$ cat src/rtl/ihs_pkg.sv
// package for the integer hash set: sizes, commands, payload and control structs
// no dependencies
package ihs_pkg;

  localparam int unsigned MaxBuckets     = 16;
  localparam int unsigned SlotsPerBucket = 4;
  localparam int unsigned TotalSlots     = MaxBuckets * SlotsPerBucket;
  localparam int unsigned SlotIdxW       = $clog2(TotalSlots);
  localparam int unsigned SlotSelW       = (SlotsPerBucket > 1) ? $clog2(SlotsPerBucket) : 1;
  localparam int unsigned BucketW        = (MaxBuckets > 1) ? $clog2(MaxBuckets) : 1;
  localparam int unsigned CountW         = 7;
  localparam int unsigned ModW           = 5;
  localparam int unsigned ModBitsW       = $clog2(32 + 1);

  localparam logic [1:0] CmdAdd      = 2'd0;
  localparam logic [1:0] CmdContains = 2'd1;
  localparam logic [1:0] CmdRemove   = 2'd2;
  localparam logic [1:0] CmdClear    = 2'd3;

  localparam logic [1:0] RegBucketCount = 2'd0;

  typedef struct packed {
    logic [1:0]         cmd;
    logic signed [31:0] value;
  } in_item_t;

  typedef struct packed {
    logic              success;
    logic              bucket_full;
    logic [CountW-1:0] element_count;
  } out_item_t;

  // controller -> datapath
  typedef struct packed {
    logic load;       // capture item, start modulo
    logic mod_step;   // one restoring step
    logic scan_rd;    // issue slot read
    logic scan_chk;   // check returned slot, advance
    logic commit;     // apply add or remove, build result
    logic clr_all;    // drop all valid bits, zero the count
  } dp_cmd_t;

  // datapath -> controller
  typedef struct packed {
    logic mod_done;
    logic scan_last;
    logic is_clear;
  } dp_sts_t;

endpackage

$ cat src/rtl/integer_hash_set_unit.sv
// top level of the integer hash set: apb register, controller and datapath
// depends on ihs_pkg, ihs_ctrl, ihs_dp
//
//   beat       valid          stall          payload
//   input      in_valid_i     in_stall_o     in_item_i  (cmd, value)
//   output     out_valid_o    out_stall_i    out_item_o (success, bucket_full, element_count)
//   config     apb psel/penable/pwrite, paddr[2:2] register bucket_count
//
// add, contains and remove take the beat in idle, run 32 steps of the bit-serial
// modulo and see it done, then read and check each of four slots, then commit
// clear skips the modulo and the scan; valid bits reset at once, no clearing pass
// the next item enters as soon as the last result leaves its register
module integer_hash_set_unit (
  input  logic                clk_i,
  input  logic                rst_ni,
  input  logic                in_valid_i,
  output logic                in_stall_o,
  input  ihs_pkg::in_item_t   in_item_i,
  output logic                out_valid_o,
  input  logic                out_stall_i,
  output ihs_pkg::out_item_t  out_item_o,
  input  logic                psel,
  input  logic                penable,
  input  logic                pwrite,
  input  logic [2:2]          paddr,
  input  logic [31:0]         pwdata,
  output logic [31:0]         prdata,
  output logic                pready
);
  import ihs_pkg::*;

  logic [ModW-1:0] bucket_count_q;
  dp_cmd_t         cmd;
  dp_sts_t         sts;

  assign pready = 1'b1;
  assign prdata = (paddr == 1'b0) ? {{(32 - ModW){1'b0}}, bucket_count_q} : 32'd0;

  always_ff @(posedge clk_i or negedge rst_ni) begin
    if (!rst_ni) begin
      bucket_count_q <= ModW'(16);
    end else if (psel && penable && pwrite && paddr == RegBucketCount[0]) begin
      bucket_count_q <= pwdata[ModW-1:0];
    end
  end

  ihs_ctrl u_ctrl (
    .clk_i      (clk_i),
    .rst_ni     (rst_ni),
    .in_valid_i (in_valid_i),
    .in_stall_o (in_stall_o),
    .out_valid_o(out_valid_o),
    .out_stall_i(out_stall_i),
    .sts_i      (sts),
    .cmd_o      (cmd)
  );

  ihs_dp u_dp (
    .clk_i         (clk_i),
    .rst_ni        (rst_ni),
    .in_item_i     (in_item_i),
    .bucket_count_i(bucket_count_q),
    .cmd_i         (cmd),
    .sts_o         (sts),
    .out_item_o    (out_item_o)
  );

  // register writes only while no item is in flight
  a_cfg_idle: assert property (@(posedge clk_i) disable iff (!rst_ni)
    psel && penable && pwrite |-> !out_valid_o && !in_stall_o)
    else $error("config write while busy");

endmodule

$ cat src/rtl/ihs_ram.sv
// generic simple dual port ram (one write port, one read port) with registered read
// no dependencies
module ihs_ram #(
  parameter int unsigned Width = 32,
  parameter int unsigned Depth = 64
) (
  input  logic                     clk_i,
  input  logic                     we_i,
  input  logic [$clog2(Depth)-1:0] waddr_i,
  input  logic [Width-1:0]         wdata_i,
  input  logic [$clog2(Depth)-1:0] raddr_i,
  output logic [Width-1:0]         rdata_o
);

  logic [Width-1:0] mem_q [Depth];

  always_ff @(posedge clk_i) begin
    if (we_i) begin
      mem_q[waddr_i] <= wdata_i;
    end
    rdata_o <= mem_q[raddr_i];
  end

endmodule

$ cat src/rtl/ihs_ctrl.sv
// controller for the integer hash set: sequences modulo, bucket scan and commit
// depends on ihs_pkg
module ihs_ctrl (
  input  logic              clk_i,
  input  logic              rst_ni,
  input  logic              in_valid_i,
  output logic              in_stall_o,
  output logic              out_valid_o,
  input  logic              out_stall_i,
  input  ihs_pkg::dp_sts_t  sts_i,
  output ihs_pkg::dp_cmd_t  cmd_o
);
  import ihs_pkg::*;

  localparam logic [2:0] StIdle = 3'd0;
  localparam logic [2:0] StMod  = 3'd1;
  localparam logic [2:0] StRd   = 3'd2;
  localparam logic [2:0] StChk  = 3'd3;
  localparam logic [2:0] StCmt  = 3'd4;

  logic [2:0] state_q, state_d;
  logic       ovalid_q, ovalid_d;
  logic       accept;

  // a new item enters only in idle and not while the previous result is held by a stall
  assign in_stall_o  = (state_q != StIdle) || (ovalid_q && out_stall_i);
  assign accept      = in_valid_i && !in_stall_o;
  assign out_valid_o = ovalid_q;

  always_comb begin
    state_d  = state_q;
    ovalid_d = ovalid_q && out_stall_i;
    cmd_o    = '0;
    case (state_q)
      StIdle: begin
        if (accept) begin
          cmd_o.load = 1'b1;
          state_d    = StMod;
        end
      end
      StMod: begin
        if (sts_i.is_clear) begin
          cmd_o.clr_all = 1'b1;
          state_d       = StCmt;
        end else if (sts_i.mod_done) begin
          state_d = StRd;
        end else begin
          cmd_o.mod_step = 1'b1;
        end
      end
      StRd: begin
        cmd_o.scan_rd = 1'b1;
        state_d       = StChk;
      end
      StChk: begin
        cmd_o.scan_chk = 1'b1;
        state_d        = sts_i.scan_last ? StCmt : StRd;
      end
      StCmt: begin
        if (!(ovalid_q && out_stall_i)) begin
          cmd_o.commit = 1'b1;
          ovalid_d     = 1'b1;
          state_d      = StIdle;
        end
      end
      default: state_d = StIdle;
    endcase
  end

  always_ff @(posedge clk_i or negedge rst_ni) begin
    if (!rst_ni) begin
      state_q  <= StIdle;
      ovalid_q <= 1'b0;
    end else begin
      state_q  <= state_d;
      ovalid_q <= ovalid_d;
    end
  end

  a_out_hold: assert property (@(posedge clk_i) disable iff (!rst_ni)
    out_valid_o && out_stall_i |=> out_valid_o)
    else $error("result dropped while stalled");
  a_one_cmd: assert property (@(posedge clk_i) disable iff (!rst_ni)
    $onehot0(cmd_o))
    else $error("more than one datapath command");
  a_load_idle: assert property (@(posedge clk_i) disable iff (!rst_ni)
    cmd_o.load |-> state_q == StIdle)
    else $error("load outside idle");

endmodule

$ cat src/rtl/ihs_dp.sv
// datapath for the integer hash set: restoring modulo, slot ram, valid bits, count
// depends on ihs_pkg and ihs_ram
module ihs_dp (
  input  logic               clk_i,
  input  logic               rst_ni,
  input  ihs_pkg::in_item_t  in_item_i,
  input  logic [4:0]         bucket_count_i,
  input  ihs_pkg::dp_cmd_t   cmd_i,
  output ihs_pkg::dp_sts_t   sts_o,
  output ihs_pkg::out_item_t out_item_o
);
  import ihs_pkg::*;

  logic [1:0]          op_q;
  logic [31:0]         val_q;
  logic [31:0]         quo_q;     // magnitude shifted out msb first
  logic [ModW-1:0]     rem_q;
  logic [ModW-1:0]     div_q;
  logic [ModBitsW-1:0] bits_q;
  logic [SlotSelW:0]   sel_q;
  logic                hit_q, free_q;
  logic [SlotIdxW-1:0] hit_idx_q, free_idx_q;
  logic [TotalSlots-1:0] valid_q;
  logic [CountW-1:0]   cnt_q;
  out_item_t           res_q;
  logic [31:0]         rdata;
  logic [ModW:0]       trial;
  logic [SlotIdxW-1:0] slot_idx, rd_idx_q;
  logic                wr_en;
  logic [31:0]         mag;
  logic [ModW-1:0]     div_sat;

  assign mag     = in_item_i.value[31] ? (~in_item_i.value + 32'd1) : in_item_i.value;
  assign div_sat = (bucket_count_i == '0) ? ModW'(1) :
                   (bucket_count_i > ModW'(MaxBuckets)) ? ModW'(MaxBuckets) : bucket_count_i;
  assign trial   = {rem_q, quo_q[31]} - {1'b0, div_q};

  assign slot_idx = SlotIdxW'(rem_q) * SlotIdxW'(SlotsPerBucket)
                  + SlotIdxW'(sel_q[SlotSelW-1:0]);

  assign wr_en = cmd_i.commit && (op_q == CmdAdd) && !hit_q && free_q;

  ihs_ram #(.Width(32), .Depth(TotalSlots)) u_ram (
    .clk_i  (clk_i),
    .we_i   (wr_en),
    .waddr_i(free_idx_q),
    .wdata_i(val_q),
    .raddr_i(slot_idx),
    .rdata_o(rdata)
  );

  assign sts_o.mod_done  = (bits_q == '0);
  assign sts_o.scan_last = (sel_q == (SlotSelW + 1)'(SlotsPerBucket - 1));
  assign sts_o.is_clear  = (op_q == CmdClear);
  assign out_item_o      = res_q;

  always_ff @(posedge clk_i) begin
    if (cmd_i.load) begin
      op_q      <= in_item_i.cmd;
      val_q     <= in_item_i.value;
      quo_q     <= mag;
      rem_q     <= '0;
      div_q     <= div_sat;
      bits_q    <= ModBitsW'(32);
      sel_q     <= '0;
      hit_q     <= 1'b0;
      free_q    <= 1'b0;
      hit_idx_q <= '0;
      free_idx_q <= '0;
    end
    if (cmd_i.mod_step) begin
      // restoring step, remainder stays below the divisor
      if (!trial[ModW]) rem_q <= trial[ModW-1:0];
      else              rem_q <= {rem_q[ModW-2:0], quo_q[31]};
      quo_q  <= {quo_q[30:0], 1'b0};
      bits_q <= bits_q - ModBitsW'(1);
    end
    if (cmd_i.scan_rd) begin
      rd_idx_q <= slot_idx;
    end
    if (cmd_i.scan_chk) begin
      if (valid_q[rd_idx_q]) begin
        if (!hit_q && rdata == val_q) begin
          hit_q     <= 1'b1;
          hit_idx_q <= rd_idx_q;
        end
      end else if (!free_q) begin
        free_q     <= 1'b1;
        free_idx_q <= rd_idx_q;
      end
      sel_q <= sel_q + (SlotSelW + 1)'(1);
    end
  end

  always_ff @(posedge clk_i or negedge rst_ni) begin
    if (!rst_ni) begin
      valid_q <= '0;
      cnt_q   <= '0;
      res_q   <= '0;
    end else begin
      if (cmd_i.clr_all) begin
        valid_q <= '0;
        cnt_q   <= '0;
      end
      if (cmd_i.commit) begin
        res_q.success       <= 1'b0;
        res_q.bucket_full   <= 1'b0;
        res_q.element_count <= cnt_q;
        case (op_q)
          CmdAdd: begin
            if (!hit_q) begin
              if (free_q) begin
                valid_q[free_idx_q] <= 1'b1;
                cnt_q               <= cnt_q + CountW'(1);
                res_q.element_count <= cnt_q + CountW'(1);
                res_q.success       <= 1'b1;
              end else begin
                res_q.bucket_full <= 1'b1;
              end
            end
          end
          CmdContains: res_q.success <= hit_q;
          CmdRemove: begin
            if (hit_q) begin
              valid_q[hit_idx_q]  <= 1'b0;
              cnt_q               <= cnt_q - CountW'(1);
              res_q.element_count <= cnt_q - CountW'(1);
              res_q.success       <= 1'b1;
            end
          end
          CmdClear: res_q.success <= 1'b1;
          default: res_q.success <= 1'b0;
        endcase
      end
    end
  end

  a_rem_small: assert property (@(posedge clk_i) disable iff (!rst_ni)
    cmd_i.scan_rd |-> rem_q < div_q)
    else $error("remainder not reduced");
  a_cnt_range: assert property (@(posedge clk_i) disable iff (!rst_ni)
    cnt_q <= CountW'(TotalSlots))
    else $error("element count overflow");
  a_cnt_bits: assert property (@(posedge clk_i) disable iff (!rst_ni)
    cnt_q == CountW'($countones(valid_q)))
    else $error("count differs from valid bits");

endmodule

$ cat config.mk
export PLATFORM = sky130hd
export DESIGN_NAME = integer_hash_set_unit
export DESIGN_NICKNAME = d
export VERILOG_FILES = /design/src/rtl/ihs_pkg.sv /design/src/rtl/integer_hash_set_unit.sv /design/src/rtl/ihs_ram.sv /design/src/rtl/ihs_ctrl.sv /design/src/rtl/ihs_dp.sv
export SDC_FILE = /design/constraint.sdc
export NUM_CORES = 2
export LEC_CHECK = 0
export BUFFER_PORTS_ARGS = -buffer_cell sky130_fd_sc_hd__buf_2
export CAP_MARGIN = 5
export CORE_MARGIN = 2
export CORE_UTILIZATION = 45
export DETAILED_ROUTE_END_ITERATION = 16
export PLACE_DENSITY = 0.71
export SLEW_MARGIN = 0
export SYNTH_ARGS = -nofsm -noshare
export SYNTH_HDL_FRONTEND = slang
export SYNTH_SLANG_ARGS = --single-unit
$ cat constraint.sdc
create_clock -name clk_i -period 5.5 [get_ports clk_i]
set_clock_uncertainty 0.1 [all_clocks]
set_input_delay 0.55 -clock clk_i [delete_from_list [all_inputs] [get_ports clk_i]]
set_output_delay 0.55 -clock clk_i [all_outputs]
set_load 0.02 [all_outputs]
; Word level (Yosys, flattened, before mapping)
; Memory sizes are Yosys's and may differ from the RTL's. A register that Yosys moved wholly into a read port is not among the register bits.
; Cells that the tools add are included.
[totals]
output_inout_bits = 44
ram_bits = 2048
n_memories = 1
wordCells = 151
inputBits = 74
ff_bits = 194
[memory_table]
columns = memory, depth, width, rd, rd_clocked_by_memory_dff, wr, line_no
row1 = u_dp.u_ram.mem_q, 64, 32, 1, 1, 1, ihs_ram.sv:15  ; logic [Width-1:0] mem_q [Depth];
[classes]
bitwise = 5
n_addsub = 7
reduce_logical = 23
n_eq_ne = 12
muxes = 75
magnitude_cmp = 6
[op_table]
columns = cell, n
row1 = 64-bit two-way mux, 5
row2 = 64-bit one-hot mux with 2 select lines, 1
row3 = 32-bit two-way mux, 3
row4 = 64-bit bitwise AND, 1
row5 = 64-bit inverter, 1
row6 = 64-bit OR, 1
row7 = 6-bit two-way mux, 10
row8 = 7-bit two-way mux, 7
row9 = 32-bit by 1-bit adder with 32-bit output (second input constant), 1
row10 = 32-bit equality test, 1
row11 = 32-bit inverter, 1
row12 = 1-bit two-way mux, 29
row13 = 7-bit one-hot mux with 2 select lines, 2
row14 = 5-bit two-way mux, 5
row15 = 6-bit by 7-bit < comparator with 1-bit output (second input constant), 3
row16 = 3-bit two-way mux, 7
row17 = 3-bit one-hot mux with 5 select lines, 1
row18 = 1-bit demux with 6-bit select, 2
row19 = 6-bit by 1-bit >= comparator with 1-bit output (second input constant), 2
row20 = 1-bit logical AND, 11
row21 = 3-bit by 2-bit equality test with 1-bit output (second input constant), 3
row22 = 9-bit two-way mux, 1
row23 = 7-bit by 1-bit adder with 7-bit output (second input constant), 1
row24 = 7-bit by 1-bit subtractor with 7-bit output (second input constant), 1
row25 = 25 further kinds, 28

; Depth between registers and ports, before layout
[logic_depth]
depth_word = 10
ltp_mapped = 10
depth_no_buf = 10

; Cells and area by module
; From an unflattened synthesis, not the netlist that was laid out.
[unflattened]
hier_cells = 4334
hier_area_um2 = 89066.7
[modules_own_cells]
columns = module, cells_per_inst, seq_area_each_um2, area_each_um2, n_inst
row1 = ihs_ram, 3324, 62139.6, 78515.3, 1
row2 = ihs_dp, 935, 5004.8, 9821.9, 1
row3 = integer_hash_set_unit, 46, 126.4, 467.9, 1
row4 = ihs_ctrl, 29, 100.1, 261.5, 1

; Worst setup path before layout
; No wires, ideal clock.
[synth_timing]
path_kind = register to register
start = register u_ctrl.state_q[0]
end = memory u_dp.u_ram.mem_q[49][0] (enable)
path_buffers = 1
setup_time_ps = 462
stages_incl_launch_ff = 7
arrival_time_ps = 3742
required_ps = 4938
period_less_slack_ps = 4304
setup_slack_ps = 1196
path_cell_list = dfrtp_1 > clkbuf_1 > nor3b_1 > nand2_1 > nor3_1 > nand2_1 > nor3_1
[synth_via]
elab_chain_cells = 7
[synth_rtl]
columns = element, line_no
row1 = "start, declared", ihs_ctrl.sv:21  ; logic [2:0] state_q, state_d;
row2 = "start signal, assigned", ihs_ctrl.sv:72  ; state_q <= StIdle;
row3 = "start signal, assigned", ihs_ctrl.sv:75  ; state_q <= state_d;
row4 = 3-bit equality test, ihs_ctrl.sv:34  ; case (state_q)
row5 = 1-bit two-way mux, ihs_ctrl.sv:34
row6 = 1-bit logical AND (3 in series), ihs_dp.sv:41  ; assign wr_en = cmd_i.commit && (op_q == CmdAdd) && !hit_q && free_q;
row7 = 1-bit two-way mux, ihs_ram.sv:18  ; if (we_i) begin
row8 = 1-bit two-way mux (implied by the code), ihs_ram.sv:19  ; mem_q[waddr_i] <= wdata_i;
row9 = "end, declared", ihs_ram.sv:15
; Every way passes these cells.

; Final worst setup path
[layout_timing]
start = register u_dp.op_q[0]
end = memory u_dp.u_ram.mem_q[36][23] (enable)
[layout_via]
elab_chain_cells = 6
[layout_rtl]
columns = element, line_no
row1 = "start, declared", ihs_dp.sv:14  ; logic [1:0] op_q;
row2 = "start signal, assigned", ihs_dp.sv:59  ; op_q <= in_item_i.cmd;
row3 = 2-bit logical NOT, ihs_dp.sv:41
row4 = 1-bit logical AND (3 in series), ihs_dp.sv:41
row5 = 1-bit two-way mux, ihs_ram.sv:18
row6 = 1-bit two-way mux (implied by the code), ihs_ram.sv:19
; Every way passes these cells.

==> summary.txt <==
Route
  – WL met3: 18100 um
  – Drt total wl: around 210000 um
  – Via count: 42900
  – Pre-Repair DR Iteration Count: 5
  – Met1 WL: just over 80000 um
  – Detail Route Antenna Nets: 0
  – Drt wl/cell: between 20 and 30 um
  – Max layer used: met5
  – DR DRC count: 0
  – Iteration-0 DRC Markers: around 5200
  – Met2 Routed Length: 103000 um
  – Drt via density: around 6.0

Synthesis
  – Post-synthesis async set-or-reset flop share: 3.91%
  – Syn Inst Count: between 4000 and 5000
  – EDFF count, synth: ~2100
  – Share of the synthesized area in the top cell type: roughly 72%
  – Seq/Total Area, Yosys: approximately three quarters
  – #FFs+latches synth: approximately 2300
  – Count leader, synth: edfxtp_1
  – Syn_area_per_cell: between 20 and 25 um2
  – Yosys warning count: 0
  – Synth unique cells: 63
  – Ranking of synthesized cells by area: edfxtp_1 72%, mux4_2 17%, dfrtp_1 2.5%, dfxtp_1 1.1%, clkbuf_1 0.63%
  – Commonest cells in the netlist: 2138 x edfxtp_1, 667 x mux4_2, 148 x clkbuf_1, 126 x nand2_1, 111 x nor2_1
  – Post-synth top flop: edfxtp_1
  – Synth Cell Area: 88700 um2
  – Synth area leader: edfxtp_1

CTS
  – Root Buffer: clkbuf_16
  – Clock transition at path regs: roughly 0.06 ns
  – Clk buf depth: 3
  – Total setup buffers inserted after CTS: 0
  – H-tree depth: 4
  – TritonCTS Buffers: between 200 and 250
  – Clk_lat worst skew: 0.85 ns
  – TritonCTS clock tree: built
  – CTS sink count: between 2000 and 2500

Critical path
  – Reg-to-reg slack, setup: roughly 1.4 ns
  – Critical path's largest stage delay: approximately 0.59 ns
  – Critical Path Start Type: register
  – R2R depth: 8
  – Critical Path End Type: register
  – Crit-path max FO: 17
  – Crit path arrival time: roughly 4.5 ns
  – Critical path required time: around 5.9 ns
  – Critical-path cell list: inv_1 > ha_1 > nand2_1 > nor3_1 > nand2_1 > buf_4 > nor2_4 > buf_12
  – CP Class: reg2reg
  – Most frequent CP cell: nand2_1
  – Reg-to-Reg End: u_dp.u_ram.mem_q[36][23]
  – Highest-delay cell along the critical path: nor2_4
  – Worst r2r src: u_dp.op_q[0]

GRT
  – First-pass GRT wire length: 302000 um
  – Grt ovf: 0
  – Vias in the first global route: roughly 43000
  – Overall Global Routing Usage: a little over a fifth
  – Initial antenna violation count: 13
  – Largest net degree at the start of global routing: between 100 and 150

Power
  – Total power: between 40 and 50 mW
  – Max rail drop VDD: ~380 uV
  – Power Dens Cells: roughly 450 nW/um2
  – LEAKAGE: approximately 31 nW

Place
  – Routability congestion estimate from global placement: ~0.84
  – IO buf count: 62
  – Post-DP HPWL: around 110000 um

STA
  – Slew Viols, Final: 0
  – Worst-margin pin slew: 1.20 ns
  – Setup TNS: 0 ns
  – Fin crit share: 74.4%
  – Unrepaired setup endpoints after global routing: false
  – Slew Limit Headroom: 19.7%
  – Min Tclk post-route: a little over 4 ns
  – Final setup violation count: 0
  – Final Hold Viols: 0
  – Max Clock Freq: around 240 MHz

Final layout
  – Fin nets: ~4400
  – Layout cells sized above 1: between 20% and 30%
  – Area Growth Syn to Fin: 13.2%

Outcome
  – Outcome: complete, no violations

Floorplan
  – Initial core utilization: approximately 45%
  – Rows: 162
  – Core area: between 150000 and 200000 um2
  – I/O Pins: around 120
  – Die Span Y: around 450 um
  – Die Span X: roughly 450 um
  – Die ar.: about 200000 um2

Run
  – Max-Cap Viols: 0

Worst hold path
  – Worst hold path type: in2async
placed cells by master, fill, tap and decap left out, types with 61 or more instances in the layout:
| cell type | netlist | final |
|---|---|---|
| a21oi_1 | 79 | 79 |
| buf_2 | 36 | 61 |
| buf_4 | 28 | 152 |
| clkbuf_16 | 0 | 215 |
| dfrtp_1 | 88 | 88 |
| edfxtp_1 | 2138 | 2138 |
| mux4_2 | 667 | 667 |
| nand2_1 | 126 | 125 |
| nor2_4 | 0 | 62 |
| o21ai_0 | 109 | 109 |
critical path, delay by kind of cell (launching register included):
family	cells	cell delay [ns]
flops	1	0.40
fa+ha+maj	1	0.51
buf+inv	3	0.75
simple gates	4	1.97
flip-flops by register name, summed over array words and instances (netlist names), 7 cells and up:
name,flops
u_dp.cnt_q,7
u_dp.out_item_o,9
u_dp.u_ram.mem_q,2048
u_dp.u_ram.rdata_o,32
u_dp.val_q,32
u_dp.valid_q,64
u_dp.quo_q,32
through the flow:
stage | instances | hold slack [ns] | util (%) | setup slack, ns | area (um2)
2_1_floorplan | 4088 | 0.154 | - | 1.20 | 88800
3_3_place_gp | 6693 | 0.359 | 47.8 | 1.49 | 93300
3_5_place_dp | 6693 | 0.370 | 47.8 | 1.43 | 93300
4_1_cts | 7117 | 0.0911 | 51.4 | 1.41 | 100000
5_1_grt | 7118 | 0.139 | 51.4 | 1.16 | 100000
6_report | 7122 | 0.123 | 51.4 | 1.41 | 100000
layer usage:
| layer | vias up | GRT usage [%] |
|---|---|---|
| li1 | 17500 | - |
| met1 | 23000 | 29.0 |
| met2 | 2128 | 34.1 |
| met3 | 343 | 3.79 |
| met4 | 6 | 5.92 |
| met5 | - | 0 |
worst max path at each step:
| stage | startpoint | endpoint | slack (ns) | cells past startpoint |
|---|---|---|---|---|
| global route | u_dp.op_q[0] | u_dp.u_ram.mem_q[36][23] | 1.16 | 8 |
| global placement | u_dp.op_q[1] | u_dp.u_ram.mem_q[36][22] | 1.49 | 8 |
| floorplan | u_ctrl.state_q[0] | u_dp.u_ram.mem_q[49][0] | 1.20 | 6 |
| detailed placement | u_dp.op_q[0] | u_dp.u_ram.mem_q[36][16] | 1.43 | 8 |
| finish | u_dp.op_q[0] | u_dp.u_ram.mem_q[36][23] | 1.41 | 8 |
| CTS | u_dp.op_q[0] | u_dp.u_ram.mem_q[36][30] | 1.41 | 8 |
what timing repair did:
action,CTS,global route
hold buffers,40,0
hold endpoints to repair,91,0
resized for setup,0,0
power breakdown:
part / switching [mW] / total, mW / internal [mW]
clock network: 6.23 / 14.0 / 7.75
registers: 0.351 / 20.7 / 20.3
logic: 5.97 / 10.4 / 4.44
total: 12.6 / 45.1 / 32.5
final cells by class:
cell class | count | area (um2)
Antenna cell | 5 | 12.5
Clock inverter | 100 | 886
Multi-Input combinational cell | 1526 | 20700
Fill cell | 15000 | 95000
Clock buffer | 284 | 5740
Sequential cell | 2274 | 67400
Inverter | 35 | 131
Tap cell | 2624 | 3280
Timing Repair Buffer | 274 | 2270
logic make-up after synthesis:
logic type	Yosys count	share of synthesized area, %
flip-flops	2274	76.0
AND/OR/NAND/NOR	379	2.02
multiplexers	712	17.5
other	2	0.00847
XOR/XNOR	79	0.780
adder cells (fa/ha/maj)	18	0.262
buffers and inverters	288	1.39
AO/OA/AOI/OAI	310	2.13
(Power assumes the default switching activity.)
